[config.mk]
export PLATFORM = sky130hd
export DESIGN_NAME = rc4_ctrl
export DESIGN_NICKNAME = d
export VERILOG_FILES = /design/src/hw/rtl/assert_macros.svh /design/src/hw/rtl/rc4_pkg.sv /design/src/hw/rtl/rc4_ctrl.sv
export SDC_FILE = /design/constraint.sdc
export NUM_CORES = 1
export LEC_CHECK = 0
export ABC_AREA = 1
export BUFFER_PORTS_ARGS = -buffer_cell sky130_fd_sc_hd__buf_2
export CAP_MARGIN = 40
export CORE_AREA = 2 2 39 41
export DETAILED_ROUTE_END_ITERATION = 6
export DIE_AREA = 0 0 41 43
export PLACE_DENSITY = 0.48
export SLEW_MARGIN = 20
export SYNTH_ARGS = -nofsm -noshare
export SYNTH_HDL_FRONTEND = slang
export SYNTH_SLANG_ARGS = --single-unit
[constraint.sdc]
create_clock -name clk -period 2.7 [get_ports clk]
set_clock_uncertainty 0.1 [all_clocks]
set_input_delay 0.135 -clock clk [delete_from_list [all_inputs] [get_ports clk]]
set_output_delay 0.135 -clock clk [all_outputs]
set_load 0.02 [all_outputs]
[src/hw/rtl/assert_macros.svh]
// Assertion macros for the RTL files that carry checks.
// Each macro expects signals named clk and rst_n in the enclosing scope.
`ifndef ASSERT_MACROS_SVH
`define ASSERT_MACROS_SVH

`define ASSERT_IMPLIES(label, ante, cons) \
  label: assert property (@(posedge clk) disable iff (!rst_n) (ante) |-> (cons)) \
    else $error("same-cycle check failed");

`define ASSERT_NEXT(label, ante, cons) \
  label: assert property (@(posedge clk) disable iff (!rst_n) (ante) |=> (cons)) \
    else $error("next-cycle check failed");

`endif

[src/hw/rtl/rc4_pkg.sv]
`default_nettype none

package rc4_pkg;

  localparam int KEY_BYTES_MAX_DEF = 256;
  localparam int BYTE_W = 8;
  localparam int SBOX_DEPTH = 256;
  localparam logic [BYTE_W-1:0] SBOX_LAST = 8'hff;

  localparam logic FUNC_KEY = 1'b0;
  localparam logic FUNC_DATA = 1'b1;

  typedef struct packed {
    logic              func;
    logic [BYTE_W-1:0] byte_in;
    logic              last;
  } in_item_t;

  typedef struct packed {
    logic [BYTE_W-1:0] byte_out;
    logic              last_out;
  } out_item_t;

  typedef enum logic [2:0] {
    ST_IDLE,
    ST_D_RJ,
    ST_D_WI,
    ST_D_OUT,
    ST_K_RN,
    ST_K_RJ,
    ST_K_WN,
    ST_K_WJ
  } state_t;

  typedef enum logic [3:0] {
    OP_NONE,
    OP_KEY,
    OP_KEY_LAST,
    OP_DATA_ACCEPT,
    OP_D_READ_J,
    OP_D_WRITE_I,
    OP_D_FINISH,
    OP_K_READ_N,
    OP_K_READ_J,
    OP_K_WRITE_N,
    OP_K_WRITE_J
  } dp_op_t;

  typedef struct packed {
    dp_op_t op;
  } ctrl_cmd_t;

  typedef struct packed {
    logic sched_last;
    logic out_blocked;
  } dp_status_t;

endpackage

`default_nettype wire

[src/hw/rtl/rc4_ctrl.sv]
`default_nettype none

module rc4_ctrl (
  input  logic                 clk,
  input  logic                 rst_n,
  input  logic                 in_valid,
  input  rc4_pkg::in_item_t    in_data,
  output logic                 in_stall,
  output rc4_pkg::ctrl_cmd_t   cmd,
  input  rc4_pkg::dp_status_t  status
);
  import rc4_pkg::*;

  state_t state_r;
  state_t state_nxt;

  always_ff @(posedge clk) begin
    if (!rst_n) begin
      state_r <= ST_IDLE;
    end else begin
      state_r <= state_nxt;
    end
  end

  always_comb begin
    state_nxt = state_r;
    case (state_r)
      ST_IDLE: begin
        if (in_valid) begin
          if (in_data.func == FUNC_DATA) begin
            state_nxt = ST_D_RJ;
          end else if (in_data.last) begin
            state_nxt = ST_K_RN;
          end
        end
      end
      ST_D_RJ:  state_nxt = ST_D_WI;
      ST_D_WI:  state_nxt = ST_D_OUT;
      ST_D_OUT: begin
        if (!status.out_blocked) begin
          state_nxt = ST_IDLE;
        end
      end
      ST_K_RN:  state_nxt = ST_K_RJ;
      ST_K_RJ:  state_nxt = ST_K_WN;
      ST_K_WN:  state_nxt = ST_K_WJ;
      ST_K_WJ:  state_nxt = status.sched_last ? ST_IDLE : ST_K_RN;
      default:  state_nxt = ST_IDLE;
    endcase
  end

  always_comb begin
    in_stall = 1'b1;
    cmd.op   = OP_NONE;
    case (state_r)
      ST_IDLE: begin
        in_stall = 1'b0;
        if (in_valid) begin
          if (in_data.func == FUNC_DATA) begin
            cmd.op = OP_DATA_ACCEPT;
          end else if (in_data.last) begin
            cmd.op = OP_KEY_LAST;
          end else begin
            cmd.op = OP_KEY;
          end
        end
      end
      ST_D_RJ:  cmd.op = OP_D_READ_J;
      ST_D_WI:  cmd.op = OP_D_WRITE_I;
      ST_D_OUT: cmd.op = OP_D_FINISH;
      ST_K_RN:  cmd.op = OP_K_READ_N;
      ST_K_RJ:  cmd.op = OP_K_READ_J;
      ST_K_WN:  cmd.op = OP_K_WRITE_N;
      ST_K_WJ:  cmd.op = OP_K_WRITE_J;
      default:  cmd.op = OP_NONE;
    endcase
  end

endmodule

`default_nettype wire

; ---- Word-level counts from Yosys, hierarchy flattened
; Index checks and enable logic that the tools add are counted.
[totals]
reg_bits = 3
input_bits = 15
output_inout_bits = 5
elab_cells = 24
[classes]
n_eq_ne = 10
n_mux = 11
reduce_logical = 2
[op_table]
columns = cell, count
row1 = 4-bit case mux with 8 select lines, 1
row2 = 3-bit case mux with 8 select lines, 1
row3 = 3-bit two-way mux, 5
row4 = "3-bit == test, second input constant", 4
row5 = "3-bit by 2-bit == test with 1-bit output, second input constant", 2
row6 = 2-bit two-way mux, 3
row7 = "2-bit != test, second input constant", 2
row8 = "3-bit by 1-bit == test with 1-bit output, second input constant", 1
row9 = 3-bit logical NOT, 1
row10 = "3-bit != test, second input constant", 1
row11 = 3-bit AND reduction, 1
row12 = 1-bit two-way mux, 1

; ---- Depth between registers and ports, before layout
[depth]
depth_word = 4
mapped_depth = 5
ltp_nobuf = 5

; ---- Worst setup path before layout
; OpenSTA, ideal clock, no wires.
[synth_path]
path_kind = register to output
startpoint = register state_r[0]
endpoint = output cmd[2] (netlist name)
arrival_ns = 0.975
required_time_ns = 2.465
setup_slack_ns = 1.490
stages_incl_launch_ff = 4
path_buffers = 0
path_cell_list = dfxtp_1 -> nor2_1 -> nor2_1 -> nor2_1
[synth_lines]
columns = item, line_no
row1 = from (decl), rc4_ctrl.sv:14  ; state_t state_r;
row2 = from (signal assigned), rc4_ctrl.sv:21  ; state_r <= state_nxt;
row3 = to (decl), rc4_ctrl.sv:9  ; output rc4_pkg::ctrl_cmd_t cmd,

==> metrics.yaml <==
run_status:
  status: "finished, final reports clean"
drt:
  drt_iter0_drc: 8
  postRouteWirelength_um: 496
  highest_layer: "met3"
  antenna_left: 0
  wl_met2_um: 212
  vias: 239
  vias_per_cell: 3.92
  firstDrtPassIters: 2
  wl_per_cell_um: 8.13
  wl_met3_um: 46
  drc: 0
  wl_met1_um: 237
hold_path:
  worstHoldEndpoint: "state_r[0]$_SDFFE_PN0P_"
  hold_depth: 3
  hold_path.startpoint: "rst_n"
  hold_path.class: "primary input to flop"
place:
  io_buffers: 11
  gp_congestion: 0.691
  dp_hpwl_um: 395
cells_and_area:
  regArea_um2: 60.1
  antenna_cells: 0
  largest-register: "state_r"
  multi_input_area_um2: 109
  final_util: 0.209
  largest_register_ffs: 3
  fin_nets: 61
  reg_top3: "state_r: 3 flops"
  area_growth_pct: 54.0
  layout-drive-gt1-share: 0.333
  fillers: 160
yosys:
  yosysWarnings: 0
  synth_nets: 45
  avgSynthCellArea_um2: 6.26
  yosysMostFrequentCell: "nor2_1"
  synth_top_area_share: 0.320
  syn_area_um2: 188
  async_reset_ff_frac: 0
  synthFlopType: "dfxtp_1"
  postSynthCellCount: 30
  synth-seq-cells: 3
  synth_commonest_cells: "7 x nor2_1, 5 x a21oi_1, 5 x inv_1, 5 x nand2_1, 3 x dfxtp_1"
  yosys.area.top_type: "dfxtp_1"
  synth_seq_area_share: 0.320
  synth_cell_types: 10
  synth_area_leaders: "dfxtp_1 32%, nor2_1 14%, a21oi_1 13%"
  synth_edf_count: 0
flow_run:
  drv_cap: 0
setup_path:
  ff2ff_path_depth: 4
  path_buf_inv: 1
  crit_path_end_kind: "output port"
  reg2reg_from: "state_r[1]$_SDFFE_PN0P_"
  ff2ff_setup_slack_ns: 1.62
  cp.arrival_ns: 1.15
  crit_fanout: 6
  cp.required_ns: 2.47
  cp_top_family: "flip-flops"
  crit_slowest_cell: "dfxtp_1"
  crit_path_start_kind: "flop"
  slowest_delay_ns: 0.43
  reg2reg_to: "state_r[0]$_SDFFE_PN0P_"
  cp_cell_sequence: "nand2_1 > a22oi_1 > buf_2"
  crit_type: "flop to output port"
cts:
  cts_buffers: 3
  h-tree-depth: 1
  cts.repair.resized: 0
  cts_tree: "yes"
  cts_root_buf: "clkbuf_4"
  clkTransAtPathRegs_ns: 0.04
  clkLatencyLatePin_ns: 0.23
  cts_buffer_depth: 2
  holdBufCountCts: 0
  cts_num_sinks: 3
  post_cts_buffers: 0
power:
  pwr_density_cell_nw_per_um2: 748
  seq_power_share: 0.268
  intPower_uw: 135
  peakVddDrop_mv: 0.220
  switchingPower_uw: 81.2
  power.leakage_uw: 0.000155
  clkPwrFrac: 0.371
  switching_share: 0.375
  p_comb_frac: 0.361
  total_power_uw: 216
die:
  die_w_um: 41
  boundaryPins: 20
  die-area_um2: 1760
  num_rows: 14
  core_um2: 1380
  die_h_um: 43
  initial_core_util: 0.136
grt:
  antenna_found_initial: 0
  grt_pass1_vias: 231
  grt_use_total: 0.0792
  grt.overflow.total: 0
  grt_start_max_net_pins: 7
  grt_pass1_wl_um: 862
sta:
  slew_violations: 0
  setup_viol: 0
  hold_viol_final: 0
  rsz0062_at_grt: "no"
  fin_crit_ns: 1.39
  slew_headroom: 0.798
  worst_pin_slew_ns: 0.299
  timing.final.crit_share: 0.514
  max_freq_mhz: 720
  tns_ns: 0
==> final cells by class <==
| cell class | instances | area share |
|---|---|---|
| well taps | 16 | 0.0693 |
| flip-flops and latches | 3 | 0.208 |
| repair buffers | 11 | 0.190 |
| multi-input cells | 22 | 0.377 |
| clock buffers | 4 | 0.0909 |
| inverters | 5 | 0.0649 |
==> how the worst max path moves through the flow <==
stage | start | end | depth (start not counted)
3_3_place_gp | state_r[0]$_SDFFE_PN0P_ | cmd[1] | 3
3_5_place_dp | state_r[0]$_SDFFE_PN0P_ | cmd[1] | 3
4_1_cts | state_r[0]$_SDFFE_PN0P_ | cmd[1] | 3
2_1_floorplan | state_r[0]$_SDFFE_PN0P_ | cmd[2] | 3
5_1_grt | state_r[0]$_SDFFE_PN0P_ | cmd[1] | 4
6_report | state_r[0]$_SDFFE_PN0P_ | cmd[1] | 3
==> through the flow <==
step                worst slack [ns]  instance area [µm²]  std cells  hold WS, ns
global route                    1.16                  289         61       0.0918
global placement                1.55                  263         57        0.293
floorplan                       1.49                  188         30        0.186
detailed placement              1.54                  263         57        0.294
finish                          1.31                  289         61       0.0506
CTS                             1.28                  289         61       0.0463
==> power by group through the flow <==
stage	Clock, µW	Sequential (µW)	Combinational (µW)
6_report	80.2	57.9	78.2
5_1_grt	90.4	59.8	90.3
3_5_place_dp	0	58.8	79.6
3_3_place_gp	0	58.9	79.2
2_1_floorplan	0	57.0	55.1
4_1_cts	85.8	58.1	79.7
==> cell families after synthesis <==
logic type	after synthesis	share of synthesized area
buffers and inverters	5	0.100
AND/OR/NAND/NOR	14	0.333
flip-flops	3	0.320
AO/OA/AOI/OAI	8	0.247
==> placed cells by master, fill, tap and decap left out, types with 3 or more instances in the layout <==
cell      count
a21oi_1       5
buf_2        11
clkbuf_4      3
dfxtp_1       3
inv_1         5
nand2_1       5
nor2_1        7
==> tightest hold or removal path: stages <==
cell    delay [ns]
buf_2         0.07
inv_1         0.05
nor2_1        0.09
==> layer usage <==
metal | track usage | vias to the layer above
met2 | 0.103 | 7
li1 | - | 128
met5 | 0 | -
met3 | 0.0785 | 0
met1 | 0.0801 | 104
met4 | 0.0400 | 0
Note: power is estimated with default switching activity, not from simulation.
